File: src/hw/rtl/mads_pkg.sv
// shared constants, codes and types of the dram read/write scheduler
`timescale 1ns / 1ps
package mads_pkg;

    // queue and thread geometry
    localparam int READ_DEPTH   = 64;
    localparam int WRITE_DEPTH  = 64;
    localparam int THREAD_COUNT = 16;
    localparam int ROW_BITS     = 16;

    localparam int MAX_DEPTH = (READ_DEPTH > WRITE_DEPTH) ? READ_DEPTH : WRITE_DEPTH;
    localparam int RIDX_W    = $clog2(READ_DEPTH);
    localparam int WIDX_W    = $clog2(WRITE_DEPTH);
    localparam int SIDX_W    = $clog2(MAX_DEPTH);
    localparam int SCN_W     = $clog2(MAX_DEPTH + 1);
    localparam int RCNT_W    = $clog2(READ_DEPTH + 1);
    localparam int WCNT_W    = $clog2(WRITE_DEPTH + 1);
    localparam int THR_W     = (THREAD_COUNT > 1) ? $clog2(THREAD_COUNT) : 1;
    localparam int ROW_W     = (ROW_BITS < 16) ? ROW_BITS : 16;

    // field and datapath widths
    localparam int SLOT_W    = 6;
    localparam int STAMP_W   = 16;
    localparam int TIME_W    = 48;
    localparam int PRIO_W    = TIME_W + 1;
    localparam int APER_W    = 16;
    localparam int WM_W      = 7;
    localparam int CFG_W     = 16;
    localparam int CFG_IDX_W = 2;
    localparam int DIV_CNT_W = $clog2(TIME_W);

    // command queue between front and back
    localparam int QDEPTH  = 2;
    localparam int Q_PTR_W = 1;
    localparam int Q_CNT_W = 2;

    // configuration reset values and indexes
    localparam logic [WM_W-1:0]   HI_WM_RST = 7'd40;
    localparam logic [WM_W-1:0]   LO_WM_RST = 7'd20;
    localparam logic [APER_W-1:0] AGING_RST = 16'd40;

    localparam logic [CFG_IDX_W-1:0] CFG_HIGH_WM = 2'd0;
    localparam logic [CFG_IDX_W-1:0] CFG_LOW_WM  = 2'd1;
    localparam logic [CFG_IDX_W-1:0] CFG_AGING   = 2'd2;

    // request type codes
    localparam logic [2:0] REQ_ADD_RD = 3'd0;
    localparam logic [2:0] REQ_ADD_WR = 3'd1;
    localparam logic [2:0] REQ_FLAGS  = 3'd2;
    localparam logic [2:0] REQ_REMOVE = 3'd3;
    localparam logic [2:0] REQ_SCHED  = 3'd4;

    // decoded operation codes
    localparam logic [2:0] OP_ADD_RD = 3'd0;
    localparam logic [2:0] OP_ADD_WR = 3'd1;
    localparam logic [2:0] OP_FLAGS  = 3'd2;
    localparam logic [2:0] OP_REMOVE = 3'd3;
    localparam logic [2:0] OP_SCHED  = 3'd4;
    localparam logic [2:0] OP_BAD    = 3'd5;

    // result status codes
    localparam logic [1:0] ST_OK   = 2'd0;
    localparam logic [1:0] ST_FULL = 2'd1;
    localparam logic [1:0] ST_BAD  = 2'd2;

    typedef struct packed {
        logic [2:0]  req_type;
        logic        queue_select;
        logic [5:0]  slot_index;
        logic [3:0]  thread_num;
        logic [1:0]  rank_num;
        logic [2:0]  bank_num;
        logic [15:0] row_num;
        logic        ready_flag;
        logic        pending_flag;
        logic [47:0] now_cycle;
    } mads_req_t;

    typedef struct packed {
        logic [1:0] status;
        logic [5:0] assigned_slot;
        logic       issued;
        logic       issued_queue;
        logic [5:0] issued_slot;
        logic       drain_mode;
    } mads_rsp_t;

    typedef struct packed {
        logic [2:0]        op;
        logic              qsel;
        logic [SLOT_W-1:0] slot;
        logic [THR_W-1:0]  thread;
        logic [1:0]        rank;
        logic [2:0]        bank;
        logic [ROW_W-1:0]  row;
        logic              rdy;
        logic              pend;
        logic [TIME_W-1:0] now;
    } mads_cmd_t;

    typedef struct packed {
        logic [WM_W-1:0]   high_wm;
        logic [WM_W-1:0]   low_wm;
        logic [APER_W-1:0] aging;
    } mads_cfg_t;

    // read queue entry as stored in memory
    typedef struct packed {
        logic [THR_W-1:0]   thread;
        logic [1:0]         rank;
        logic [2:0]         bank;
        logic [ROW_W-1:0]   row;
        logic [STAMP_W-1:0] stamp;
    } mads_rent_t;

endpackage

File: src/hw/rtl/mads_req_if.sv
// request channel interface
`timescale 1ns / 1ps
interface mads_req_if;
    import mads_pkg::*;
    logic      valid;
    logic      ready;
    mads_req_t data;
    modport source (output valid, output data, input ready);
    modport sink (input valid, input data, output ready);
endinterface

File: src/hw/rtl/mads_front.sv
// front end: accepts requests, decodes them and queues commands
`timescale 1ns / 1ps
module mads_front (
    input  logic                clk,
    input  logic                rst_n,
    mads_req_if.sink            req,
    output mads_pkg::mads_cmd_t cmd,
    output logic                cmd_valid,
    input  logic                cmd_ready
);
    import mads_pkg::*;

    mads_cmd_t          q_reg [QDEPTH];
    logic [Q_PTR_W-1:0] wr_ptr_reg;
    logic [Q_PTR_W-1:0] rd_ptr_reg;
    logic [Q_CNT_W-1:0] cnt_reg;
    mads_cmd_t          dec;
    logic               push;
    logic               pop;

    // decode the request into a command
    always_comb
    begin
        dec        = '0;
        dec.qsel   = req.data.queue_select;
        dec.slot   = req.data.slot_index;
        dec.thread = THR_W'(32'(req.data.thread_num) % THREAD_COUNT);
        dec.rank   = req.data.rank_num;
        dec.bank   = req.data.bank_num;
        dec.row    = req.data.row_num[ROW_W-1:0];
        dec.rdy    = req.data.ready_flag;
        dec.pend   = req.data.pending_flag;
        dec.now    = req.data.now_cycle;
        unique case (req.data.req_type)
            REQ_ADD_RD: dec.op = OP_ADD_RD;
            REQ_ADD_WR: dec.op = OP_ADD_WR;
            REQ_FLAGS:  dec.op = OP_FLAGS;
            REQ_REMOVE: dec.op = OP_REMOVE;
            REQ_SCHED:  dec.op = OP_SCHED;
            default:    dec.op = OP_BAD;
        endcase
    end

    assign req.ready = cnt_reg != Q_CNT_W'(QDEPTH);
    assign push      = req.valid && req.ready;
    assign cmd_valid = cnt_reg != '0;
    assign pop       = cmd_valid && cmd_ready;
    assign cmd       = q_reg[rd_ptr_reg];

    // queue pointers and fill count
    always_ff @(posedge clk or negedge rst_n)
    begin
        if (!rst_n)
        begin
            wr_ptr_reg <= '0;
            rd_ptr_reg <= '0;
            cnt_reg    <= '0;
        end
        else
        begin
            if (push)
            begin
                wr_ptr_reg <= wr_ptr_reg + 1'b1;
            end
            if (pop)
            begin
                rd_ptr_reg <= rd_ptr_reg + 1'b1;
            end
            if (push && !pop)
            begin
                cnt_reg <= cnt_reg + 1'b1;
            end
            else if (pop && !push)
            begin
                cnt_reg <= cnt_reg - 1'b1;
            end
        end
    end

    // queue storage
    always_ff @(posedge clk)
    begin
        if (push)
        begin
            q_reg[wr_ptr_reg] <= dec;
        end
    end
endmodule

File: src/flat_wrapper.sv
// flat-port wrapper written by rule: the top's interface ports become plain ports
module mads_front_flat import mads_pkg::*;
  (clk, rst_n, cmd, cmd_valid, cmd_ready, req_valid, req_data, req_ready);
  mads_req_if req_i ();
  input  logic clk;
  input  logic rst_n;
  output mads_pkg::mads_cmd_t cmd;
  output logic cmd_valid;
  input  logic cmd_ready;
  input wire logic [$bits(req_i.valid)-1:0] req_valid;
  input wire logic [$bits(req_i.data)-1:0] req_data;
  output wire logic [$bits(req_i.ready)-1:0] req_ready;
  assign req_i.valid = req_valid;
  assign req_i.data = req_data;
  assign req_ready = req_i.ready;
  mads_front u_core (.clk(clk), .rst_n(rst_n), .req(req_i), .cmd(cmd), .cmd_valid(cmd_valid), .cmd_ready(cmd_ready));
endmodule
File: config.mk
export PLATFORM = sky130hd
export DESIGN_NAME = mads_front_flat
export DESIGN_NICKNAME = d
export VERILOG_FILES = /design/src/hw/rtl/mads_pkg.sv /design/src/hw/rtl/mads_req_if.sv /design/src/hw/rtl/mads_front.sv /design/src/flat_wrapper.sv
export SDC_FILE = /design/constraint.sdc
export NUM_CORES = 1
export LEC_CHECK = 0
export BUFFER_PORTS_ARGS = -buffer_cell sky130_fd_sc_hd__buf_2
export CELL_PAD_IN_SITES_DETAIL_PLACEMENT = 0
export CELL_PAD_IN_SITES_GLOBAL_PLACEMENT = 1
export CORE_MARGIN = 10
export CORE_UTILIZATION = 44
export DETAILED_ROUTE_END_ITERATION = 8
export PLACE_DENSITY = 0.77
export SYNTH_ARGS = -nofsm -noshare
export SYNTH_HDL_FRONTEND = slang
export SYNTH_SLANG_ARGS = --single-unit
File: constraint.sdc
create_clock -name clk -period 5.45 [get_ports clk]
set_input_delay 0.2725 -clock clk [delete_from_list [all_inputs] [get_ports clk]]
set_output_delay 0.2725 -clock clk [all_outputs]
set_load 0.05 [all_outputs]
# [Word level (Yosys, flattened, before mapping)]
# Memories as Yosys holds them, arrays and structs flattened.
# Index checks and enable logic that the tools add are counted.
[totals] regBits=4 mem_bits_rw=170 output_inout_bits=87 wordCells=27 n_memories=1
[classes] n_addsub=4 n_eq_ne=5 n_mux=5 reduce_logical=9
[mem_list] memory="u_core.q_reg" depth=2 word_bits=85 read_ports=1 rd_ports_with_merged_regs=0 write_ports=1 line="mads_front.sv:13" rtl="mads_cmd_t q_reg [QDEPTH];"
[ops] operator="$pmux 3 s5" count=1
[ops] operator="$eq 3x2->1 const B" count=2
[ops] operator="$logic_and 1x1->1" count=4
[ops] operator="$mux 2" count=2
[ops] operator="$reduce_bool 2->1" count=2
[ops] operator="$eq 3x1->1 const B" count=1
[ops] operator="$eq 3x3->1 const B" count=1
[ops] operator="$logic_not 3->1" count=1
[ops] operator="$add 1x1->1 const B" count=2
[ops] operator="$add 2x1->2 const B" count=1
[ops] operator="$logic_not 1->1" count=2
[ops] operator="$mux 1" count=2
[ops] operator="$ne 2x2->1 const B" count=1
[ops] operator="$sub 2x1->2 const B" count=1

# [Logic depth before layout (Yosys ltp)]
# Gate-level depths: netlist of the first run.
[depth] depth_word=6 depth_mapped=7 depth_no_buf=7

# [Worst setup path before layout of the first run]
# OpenSTA, ideal clock, no wires.
[synth_timing] kind="reg2reg" from="reg u_core.cnt_reg[0]" to="mem u_core.q_reg[0][0] (netlist bit), enable pin" t_arrival_ps=4614 required_time_ps=4921 setup_slack_ps=307 path_stages_with_launch=4 n_path_buf=0 synth_period_minus_slack_ps=5143 path_cell_list="dfrtp_1 > nand2b_1 > nand2_1 > nor2_1"
[synth_between] elab_chain_cells=4
[synth_rtl] item="start: declaration" line="mads_front.sv:16" rtl="logic [Q_CNT_W-1:0] cnt_reg;"
[synth_rtl] item="start signal: assignment" line="mads_front.sv:71" rtl="cnt_reg <= cnt_reg + 1'b1;"
[synth_rtl] item="start signal: assignment" line="mads_front.sv:75" rtl="cnt_reg <= cnt_reg - 1'b1;"
[synth_rtl] item="$ne 2x2->1" line="mads_front.sv:44" rtl="assign req.ready = cnt_reg != Q_CNT_W'(QDEPTH);"
[synth_rtl] item="named net req_ready" line="flat_wrapper.sv:12" rtl="output wire logic [$bits(req_i.ready)-1:0] req_ready;"
[synth_rtl] item="$logic_and 1x1->1" line="mads_front.sv:45" rtl="assign push = req.valid && req.ready;"
[synth_rtl] item="$mux 1" line="mads_front.sv:83" rtl="if (push)"
[synth_rtl] item="$mux 1 (implied by the code)" line="mads_front.sv:85" rtl="q_reg[wr_ptr_reg] <= dec;"
[synth_rtl] item="end: declaration" line="mads_front.sv:13"
# The timed path passes the listed nets, and every way through them passes these cells.

==> results.json, run 1 <==
{
  "num_rows": 44,
  "drive_above_1_share": 0.608,
  "final_skew_ns": 0.00707,
  "period_needed_ns": 2.89,
  "clock_tree_from_tritoncts": "yes",
  "placed_cell_area_um2": 7560,
  "initialDrtViolationCount": 210,
  "tns_ns": 0,
  "initial_core_utilization": 0.451,
  "floorplan.die.height_um": 142,
  "synth-seq-area-share": 0.795,
  "drt-wirelength-per-cell_um": 19.2,
  "flip_flop_count_of_the_largest_register_after_layout": 170,
  "synthDominantCellAreaShare": 0.779,
  "cts_htree_levels": 4,
  "track_usage": 0.127,
  "crit-reg2reg-capture": "u_core.q_reg[0][42]",
  "placeableCoreArea_um2": 14500,
  "min_period_over_period": 0.529,
  "finalWeightedCongestion": 0.704,
  "cp_class": "reg2out",
  "cts_resized": 0,
  "mappedNetlistNets": 376,
  "r2r.worst_path.cells": 4,
  "post-synth-top-area-cell": "sky130_fd_sc_hd__edfxtp_1",
  "min_path_cells": 1,
  "chipWidth_um": 142,
  "syn_std_cell_area_um2": 6550,
  "post-layout-total-power_mw": 5.41,
  "nNetsFinal": 563,
  "overflow": 0,
  "final-instance-count-excl-fill": 670,
  "finalInstanceArea_um2": 8200,
  "rsz0062_at_grt": "false",
  "grt_start_max_net_pins": 70,
  "cts_root_buffer": "sky130_fd_sc_hd__clkbuf_16",
  "first_pass_grt_wire_length_um": 19700,
  "drt-pass1-iter-count": 4,
  "mean_cell_area_of_the_mapped_netlist_um2": 22.9,
  "vias_in_the_first_global_route": 3542,
  "report.final.setup_viol": 0,
  "worstMarginPinSlew_ns": 0.938,
  "drcViolationCount": 0,
  "postRouteWirelength_um": 12900,
  "dp_hpwl_um": 8970,
  "route.detailed.vias_per_inst": 4.85,
  "die_area_um2": 20200,
  "cts_sinks": 174,
  "final_util": 0.564,
  "critical_path.max_fanout": 49,
  "report.final.hold_viol_count": 0,
  "power-per-cell-area_nw_per_um2": 660,
  "grt_antenna_before_repair": 2,
  "ir_worst_vdd_uv": 344,
  "max_clock_freq_ghz": 0.347,
  "critPathArrivalTime_ns": 2.61,
  "worst_skew_late_latency_ns": 0.41,
  "synth_seq_cells": 174,
  "r2r_setup_slack_ns": 3.06,
  "worst_setup_path_startpoint": "u_core.rd_ptr_reg",
  "slew_headroom": 0.375,
  "critical_path.startpoint_type": "register",
  "synth-warning-count": 0,
  "mostFrequentLayoutCell": "sky130_fd_sc_hd__buf_2",
  "tritoncts.num_buffers": 17,
  "r2r_start": "u_core.cnt_reg[0]",
  "critPathRequiredTime_ns": 5.18,
  "static-leakage-power_nw": 3.19,
  "synth_cells": 286,
  "antenna_left": 0,
  "clock_path_buffers": 2,
  "max-cap-violations": 0,
  "commonest_non_fill_non_tap_cells_in_the_layout": "sky130_fd_sc_hd__buf_2 (175), sky130_fd_sc_hd__edfxtp_1 (170), sky130_fd_sc_hd__mux2_2 (45), sky130_fd_sc_hd__mux2_4 (40), sky130_fd_sc_hd__clkbuf_16 (17)",
  "run_status": "complete, no violations",
  "io_buffer_count": 175,
  "areaGrowthSynthToFinish_pct": 25.2,
  "dr_total_vias": 3249,
  "clkSlewWorstSetupHoldPaths_ns": 0.06,
  "nFillCells": 1158,
  "timing.critical_path.to_type": "primary output",
  "final_max_slew_viol_count": 0,
  "dpl.cell_count": 637,
  "io-pin-count": 176,
  "whs_endpoint": "u_core.q_reg[1][12]",
  "synthDistinctLibCells": 20,
  "worstHoldPathType": "in2reg",
  "hold_path.startpoint": "req_data[12]",
  "yosys-top-cells-area": "sky130_fd_sc_hd__edfxtp_1 (78%), sky130_fd_sc_hd__mux2_4 (9.2%), sky130_fd_sc_hd__mux2_2 (7.7%)"
}
layer usage:
layer / vias up / GRT usage / routed length, um
li1: 1501 / - / -
met1: 1601 / 0.143 / 5180
met2: 131 / 0.206 / 6360
met3: 16 / 0.0601 / 1170
met4: 0 / 0.0452 / 161
met5: - / 0 / 0
logic make-up (layout without fill, tap and decap cells):
family                     after synthesis  count (layout)  share of synthesized area
DFF                                    174             174                      0.795
buffers and inverters                   12             211                     0.0204
muxes                                   85              85                      0.169
AOI/OAI and AO/OA                        1               1                    0.00115
and+or+nand+nor                          8               8                    0.00612
xor gates and xnor gates                 5               5                    0.00669
other                                    0               1                          0
adders and majority gates                1               1                    0.00191
Yosys cell counts:
library cell               instances
sky130_fd_sc_hd__a21o_1            1
sky130_fd_sc_hd__and3_1            1
sky130_fd_sc_hd__buf_12            4
sky130_fd_sc_hd__buf_2             4
sky130_fd_sc_hd__buf_6             1
sky130_fd_sc_hd__buf_8             1
sky130_fd_sc_hd__clkbuf_1          1
sky130_fd_sc_hd__dfrtp_1           4
sky130_fd_sc_hd__edfxtp_1        170
sky130_fd_sc_hd__ha_1              1
sky130_fd_sc_hd__inv_1             1
sky130_fd_sc_hd__mux2_2           45
sky130_fd_sc_hd__mux2_4           40
sky130_fd_sc_hd__nand2_1           2
sky130_fd_sc_hd__nand2b_1          1
sky130_fd_sc_hd__nor2_1            2
sky130_fd_sc_hd__nor2b_1           1
sky130_fd_sc_hd__or2_2             1
sky130_fd_sc_hd__xnor2_1           3
sky130_fd_sc_hd__xor2_1            2
layout make-up:
cell class	instances	area, um2	area share
sequential	174	5210	0.635
clock buffer	18	429	0.0523
multi-input combinational	100	1220	0.149
antenna	1	2.50	0.000305
inverter	1	3.75	0.000458
timing repair buffer	179	908	0.111
clock inverter	13	196	0.0239
tap	184	230	0.0281
how the worst max path moves through the flow:
stage,to,slack [ns],cells after the start
after floorplan,u_core.q_reg[0][0],0.31,3
after global placement,cmd[55],2.97,3
after detailed placement,cmd[55],2.96,3
after CTS,cmd[55],2.49,3
after global routing,cmd[56],2.41,3
final,cmd[55],2.56,3
what timing repair did:
action,4_1_cts,5_1_grt
hold buffers,1,0
buffers inserted,0,0
endpoints found under the hold margin,4,0
per-stage QoR:
step / hold slack, ns / setup WS, ns
global placement: 0.0829 / 2.97
finish: 0.0437 / 2.56
detailed placement: 0.0862 / 2.96
global route: 0.0263 / 2.41
floorplan: -0.0231 / 0.307
CTS: 0.0202 / 2.49
critical path, cell delays in order (launching register included):
cell and delay (ns):
sky130_fd_sc_hd__dfrtp_4 0.88, sky130_fd_sc_hd__buf_4 0.65, sky130_fd_sc_hd__mux2_2 0.41, sky130_fd_sc_hd__buf_2 0.21
power breakdown:
group | internal (mW) | switching [mW] | total [mW]
registers | 1.84 | 0.154 | 1.99
clock network | 0.805 | 0.466 | 1.27
logic | 0.636 | 1.51 | 2.15
Power figures use the tool's default switching activity.
==> run 2: changes to the inputs <==
==> constraint.sdc (replaced) <==
create_clock -name clk -period 2.8 [get_ports clk]
set_input_delay 0.14 -clock clk [delete_from_list [all_inputs] [get_ports clk]]
set_output_delay 0.14 -clock clk [all_outputs]
set_load 0.05 [all_outputs]
==> results.json, run 2 (synthesized netlist as in run 1, its figures left out) <==
{
  "run_status": "complete, no violations",
  "cp_class": "reg2out",
  "period_needed_ns": 2.23,
  "cp_slowest_stage_delay_ns": 0.78,
  "postRouteWirelength_um": 13600,
  "clock_tree_from_tritoncts": "yes",
  "grt_antenna_before_repair": 0,
  "grt_start_max_net_pins": 39,
  "ctsHoldBuffers": 86,
  "drt-pass1-iter-count": 4,
  "final-instance-count-excl-fill": 759,
  "mostFrequentLayoutCell": "sky130_fd_sc_hd__buf_2",
  "cts_setup_buffers": 0,
  "final_max_slew_viol_count": 0,
  "die_area_um2": 20200,
  "nNetsFinal": 652,
  "floorplan.die.height_um": 142,
  "dpl.cell_count": 641,
  "report.final.hold_viol_count": 0,
  "route.detailed.vias_per_inst": 4.67,
  "cpMaxStageDelayCell": "sky130_fd_sc_hd__dfrtp_4",
  "final_skew_ns": 0.00434,
  "max-cap-violations": 0,
  "commonest_non_fill_non_tap_cells_in_the_layout": "sky130_fd_sc_hd__buf_2 (175), sky130_fd_sc_hd__edfxtp_1 (170), sky130_fd_sc_hd__dlygate4sd3_1 (86), sky130_fd_sc_hd__mux2_2 (45), sky130_fd_sc_hd__mux2_4 (40)",
  "dr_total_vias": 3543,
  "power-per-cell-area_nw_per_um2": 1160,
  "finalWeightedCongestion": 0.695,
  "min_period_over_period": 0.797,
  "antenna_left": 0,
  "final_util": 0.624,
  "initialDrtViolationCount": 123,
  "cts_root_buffer": "sky130_fd_sc_hd__clkbuf_16",
  "worst_skew_late_latency_ns": 0.41,
  "initial_core_utilization": 0.451,
  "placed_cell_area_um2": 7630,
  "overflow": 0,
  "finalHoldWorstSlack_ns": 0.0593,
  "slew_headroom": 0.618,
  "flip_flop_count_of_the_largest_register_after_layout": 170,
  "antenna-diode-count": 0,
  "critical_path.startpoint_type": "register",
  "clkSlewWorstSetupHoldPaths_ns": 0.06,
  "drive_above_1_share": 0.517,
  "critPathRequiredTime_ns": 2.66,
  "worstMarginPinSlew_ns": 0.573,
  "cp_cell_sequence": "buf_12 -> mux2_2 -> buf_2",
  "timing.critical_path.to_type": "primary output",
  "io_buffer_count": 175,
  "cts_resized": 0,
  "rsz0062_at_grt": "false",
  "report.final.setup_viol": 0,
  "tritoncts.num_buffers": 17,
  "drcViolationCount": 0,
  "areaGrowthSynthToFinish_pct": 38.5,
  "num_rows": 44,
  "drt-wirelength-per-cell_um": 17.9,
  "cts_htree_levels": 4,
  "track_usage": 0.134,
  "dp_hpwl_um": 8960,
  "finalInstanceArea_um2": 9070,
  "vias_in_the_first_global_route": 3987,
  "critPathArrivalTime_ns": 2.09,
  "critical_path.max_fanout": 36,
  "placeableCoreArea_um2": 14500,
  "clock_path_buffers": 2,
  "max_clock_freq_ghz": 0.448,
  "worstHoldPathType": "in2reg",
  "chipWidth_um": 142,
  "static-leakage-power_nw": 3.56,
  "tns_ns": 0,
  "first_pass_grt_wire_length_um": 21100,
  "ir_worst_vdd_uv": 557,
  "io-pin-count": 176,
  "cts_sinks": 174,
  "nFillCells": 1027
}
[run 2: changes by cell type in the layout (fill, tap and decap cells not counted), sizes merged]
cell / previous run / this run
buf: 178 / 182
bufinv: 5 / 3
clkbuf: 18 / 19
clkinvlp: 2 / 3
diode: 1 / 0
dlygate4sd3: 1 / 86
inv: 1 / 2
[run 2: power by group]
| group | total (mW) | switching (mW) | internal [mW] |
|---|---|---|---|
| Clock | 2.30 | 0.907 | 1.39 |
| Sequential | 3.82 | 0.260 | 3.56 |
| Combinational | 4.41 | 3.03 | 1.39 |
| Total | 10.5 | 4.19 | 6.34 |
[run 2: path summary, 6_finish.rpt]
path | from | end | slack, ns | cells after the start
max | u_core.rd_ptr_reg | cmd[54] | 0.57 | 3
min | req_data[83] | u_core.q_reg[1][82] | 0.06 | 2
max reg2reg | u_core.cnt_reg[0] | u_core.q_reg[1][68] | 1.00 | 3
min reg2reg | u_core.cnt_reg[1] | u_core.cnt_reg[1] | 0.51 | 1
max in group asynchronous | rst_n | u_core.rd_ptr_reg | 2.57 | 2
min in group asynchronous | rst_n | u_core.cnt_reg[0] | 0.09 | 2
[run 2: metal layers]
layer / part of all wire / track usage / vias up
li1: - / - / 1679
met1: 0.41 / 0.154 / 1725
met2: 0.50 / 0.220 / 122
met3: 0.082 / 0.0551 / 17
met4: 0.014 / 0.0506 / 0
met5: 0 / 0 / -
[run 2: per-stage QoR]
stage               total power, mW  setup slack (ns)
floorplan                      7.41           0.00930
global placement               8.22             0.958
detailed placement             8.27             0.942
CTS                            10.7             0.501
global route                   11.0             0.435
finish                         10.5             0.568
[run 2: critical path, delay by kind of cell, from the launching register on]
family	cells	cell delay [ns]
DFF	1	0.78
buffers and inverters	2	0.49
muxes	1	0.37
[run 2: cell type report]
class / count / area [um2] / area share
timing repair buffer: 268 / 1830 / 0.201
multi-input combinational: 100 / 1220 / 0.135
clock buffer: 19 / 433 / 0.0477
clock inverter: 13 / 146 / 0.0161
inverter: 1 / 3.75 / 0.000414
tap: 184 / 230 / 0.0254
sequential: 174 / 5210 / 0.574
==> run 3: changes to the inputs <==
--- a/config.mk
+++ b/config.mk
@@ -5,11 +5,12 @@
 export SDC_FILE = /design/constraint.sdc
 export NUM_CORES = 1
 export LEC_CHECK = 0
+export ABC_AREA = 1
 export BUFFER_PORTS_ARGS = -buffer_cell sky130_fd_sc_hd__buf_2
 export CELL_PAD_IN_SITES_DETAIL_PLACEMENT = 0
 export CELL_PAD_IN_SITES_GLOBAL_PLACEMENT = 1
 export CORE_MARGIN = 10
-export CORE_UTILIZATION = 44
+export CORE_UTILIZATION = 41
 export DETAILED_ROUTE_END_ITERATION = 8
 export PLACE_DENSITY = 0.77
 export SYNTH_ARGS = -nofsm -noshare
==> constraint.sdc (replaced) <==
create_clock -name clk -period 2.2 [get_ports clk]
set_input_delay 0.11 -clock clk [delete_from_list [all_inputs] [get_ports clk]]
set_output_delay 0.11 -clock clk [all_outputs]
set_load 0.05 [all_outputs]
==> results.json, run 3 <==
{
  "post-synth-top-area-cell": "sky130_fd_sc_hd__edfxtp_1",
  "antenna_left": 0,
  "synthXorXnorAreaFrac": 0.00272,
  "critical_path.max_fanout": 45,
  "min_period_over_period": 0.863,
  "clock_tree_from_tritoncts": "yes",
  "worst_skew_late_latency_ns": 0.41,
  "synthDominantCellAreaShare": 0.793,
  "antenna-diode-count": 0,
  "critPathArrivalTime_ns": 1.79,
  "grt_antenna_before_repair": 0,
  "route.detailed.vias_per_inst": 4.48,
  "cp_class": "reg2out",
  "dp_slack_ns": 0.553,
  "synthDistinctLibCells": 16,
  "synth_cells": 477,
  "yosys.area_share.simple": 0.159,
  "number_of_synthesized_flops_with_an_enable_pin": 170,
  "mean_cell_area_of_the_mapped_netlist_um2": 13.5,
  "async_reset_ff_frac": 0.0230,
  "post-route-worst-setup-slack_ns": 0.301,
  "post_synth_mux_area_share": 0,
  "flip_flop_count_of_the_largest_register_after_layout": 170,
  "drcViolationCount": 0,
  "post-layout-total-power_mw": 13.6,
  "drt-wirelength-per-cell_um": 15.1,
  "finalWeightedCongestion": 0.752,
  "max-cap-violations": 0,
  "min_path_cells": 3,
  "grt_start_max_net_pins": 87,
  "clock_path_buffers": 2,
  "placeableCoreArea_um2": 15300,
  "drt-pass1-iter-count": 5,
  "dr_total_vias": 4343,
  "areaGrowthSynthToFinish_pct": 39.5,
  "initialDrtViolationCount": 236,
  "commonest_non_fill_non_tap_cells_in_the_layout": "sky130_fd_sc_hd__nand2_1 (263), sky130_fd_sc_hd__buf_2 (174), sky130_fd_sc_hd__edfxtp_1 (170), sky130_fd_sc_hd__dlygate4sd3_1 (88), sky130_fd_sc_hd__clkbuf_16 (17)",
  "worstMarginPinSlew_ns": 0.541,
  "cts_sinks": 174,
  "track_usage": 0.139,
  "syn_std_cell_area_um2": 6440,
  "yosys-top-cells-area": "sky130_fd_sc_hd__edfxtp_1 (79%), sky130_fd_sc_hd__nand2_1 (15%), sky130_fd_sc_hd__dfrtp_1 (1.6%)",
  "io_buffer_count": 175,
  "ir_worst_vdd_uv": 866,
  "clkSlewWorstSetupHoldPaths_ns": 0.06,
  "drive_above_1_share": 0.282,
  "floorplan.die.height_um": 145,
  "power-per-cell-area_nw_per_um2": 1510,
  "max_clock_freq_ghz": 0.527,
  "critPathRequiredTime_ns": 2.09,
  "io-pin-count": 176,
  "r2r.worst_path.cells": 5,
  "dominant_combinational_cell_family_by_area_after_synthesis": "simple AND/OR/NAND/NOR gates",
  "nNetsFinal": 836,
  "vias_in_the_first_global_route": 4712,
  "r2r_start": "u_core.cnt_reg[0]",
  "timing.critical_path.to_type": "primary output",
  "final_max_slew_viol_count": 0,
  "static-leakage-power_nw": 3.84,
  "r2r_setup_slack_ns": 0.57,
  "synthFlopType": "sky130_fd_sc_hd__edfxtp_1",
  "report.final.hold_viol_count": 0,
  "final_skew_ns": 0.00538,
  "synth_most_common_cell": "sky130_fd_sc_hd__nand2_1",
  "synth_seq_cells": 174,
  "synth_top_cells_by_count": "sky130_fd_sc_hd__nand2_1 (265), sky130_fd_sc_hd__edfxtp_1 (170), sky130_fd_sc_hd__buf_2 (11)",
  "mappedNetlistNets": 567,
  "synth-seq-area-share": 0.809,
  "rsz0062_at_grt": "false",
  "overflow": 0,
  "critical_path.startpoint_type": "register",
  "slew_headroom": 0.639,
  "initial_core_utilization": 0.420,
  "synth-warning-count": 0,
  "num_rows": 45,
  "synth_fa_ha_area_frac": 0.00194,
  "postRouteWirelength_um": 14700,
  "die_area_um2": 21100,
  "cts_resized": 0,
  "period_needed_ns": 1.90,
  "synth-compound-area-share": 0.00117,
  "run_status": "complete, no violations",
  "hold_path.startpoint": "req_data[83]",
  "dp_hpwl_um": 9420,
  "tritoncts.num_buffers": 17,
  "worstHoldPathType": "in2reg",
  "mostFrequentLayoutCell": "sky130_fd_sc_hd__nand2_1",
  "first_pass_grt_wire_length_um": 23400,
  "crit-reg2reg-capture": "u_core.q_reg[0][71]",
  "cts_htree_levels": 4,
  "whs_endpoint": "u_core.q_reg[1][83]",
  "cts_root_buffer": "sky130_fd_sc_hd__clkbuf_16",
  "chipWidth_um": 145,
  "report.final.setup_viol": 0
}
==> run 3: changes by cell type after synthesis, moves of 2 or more <==
cell	previous run	this run
sky130_fd_sc_hd__buf_6	1	6
sky130_fd_sc_hd__mux2_2	45	0
sky130_fd_sc_hd__inv_1	1	7
sky130_fd_sc_hd__buf_12	4	0
sky130_fd_sc_hd__mux2_4	40	0
sky130_fd_sc_hd__xnor2_1	3	1
sky130_fd_sc_hd__buf_2	4	11
sky130_fd_sc_hd__nand3_1	0	2
sky130_fd_sc_hd__buf_4	0	2
sky130_fd_sc_hd__nand2_1	2	265
==> run 3: critical path, cell delays in order (launching register included) <==
cell and delay, ns:
sky130_fd_sc_hd__dfrtp_2 0.43, sky130_fd_sc_hd__inv_2 0.06, sky130_fd_sc_hd__buf_4 0.40, sky130_fd_sc_hd__nand2_1 0.09, sky130_fd_sc_hd__nand2_1 0.11, sky130_fd_sc_hd__buf_2 0.27
==> run 3: final cells by class <==
class,count,area (um2)
timing repair buffer,270,1860
tap,211,264
fill,1213,6330
clock buffer,21,440
clock inverter,11,70.1
inverter,8,30.0
multi-input combinational,275,1110
sequential,174,5210
==> run 3: kinds of logic after synthesis <==
group,Yosys count
AOI/OAI and AO/OA,1
xor gates and xnor gates,2
adders and majority gates,1
buffers and inverters,28
DFF,174
and+or+nand+nor,271
==> run 3: power breakdown <==
part	switching [mW]	total [mW]	internal (mW)	leakage, nW
Sequential	0.192	4.72	4.53	1.63
Combinational	4.96	6.25	1.30	1.97
Clock	1.15	2.58	1.43	0.240
==> run 3: timing repair <==
| item | 4_1_cts | 5_1_grt |
|---|---|---|
| hold buffers | 88 | 0 |
| buffers inserted | 0 | 0 |
| hold endpoints to repair | 174 | 0 |
==> run 3: stage by stage <==
stage	cell area, um2	setup TNS [ns]	util	hold slack (ns)	std cells
finish	8980	0	0.586	0.0634	970
global route	8980	0	0.586	0.0593	970
CTS	8980	0	0.586	0.0398	970
detailed placement	7590	0	0.496	-0.0755	850
global placement	7590	0	0.496	-0.0782	850
floorplan	6480	-23.61	-	-0.186	477
==> run 3: metal layers <==
metal	track usage	wire, um	part of all wire	vias up
met5	0	0	0	-
met4	0.0571	236	0.016	0
met3	0.0432	878	0.060	16
met2	0.247	7580	0.52	124
met1	0.149	6000	0.41	2060
li1	-	-	-	2143
==> run 3: worst max path at each step <==
stage                                  from                  end  cells after the start
after floorplan           u_core.cnt_reg[0]   u_core.q_reg[0][0]                      4
after global placement    u_core.cnt_reg[0]  u_core.q_reg[0][63]                      5
final                     u_core.rd_ptr_reg              cmd[68]                      5
after detailed placement  u_core.cnt_reg[0]  u_core.q_reg[0][71]                      5
after global routing      u_core.rd_ptr_reg              cmd[68]                      5
after CTS                 u_core.rd_ptr_reg              cmd[58]                      5
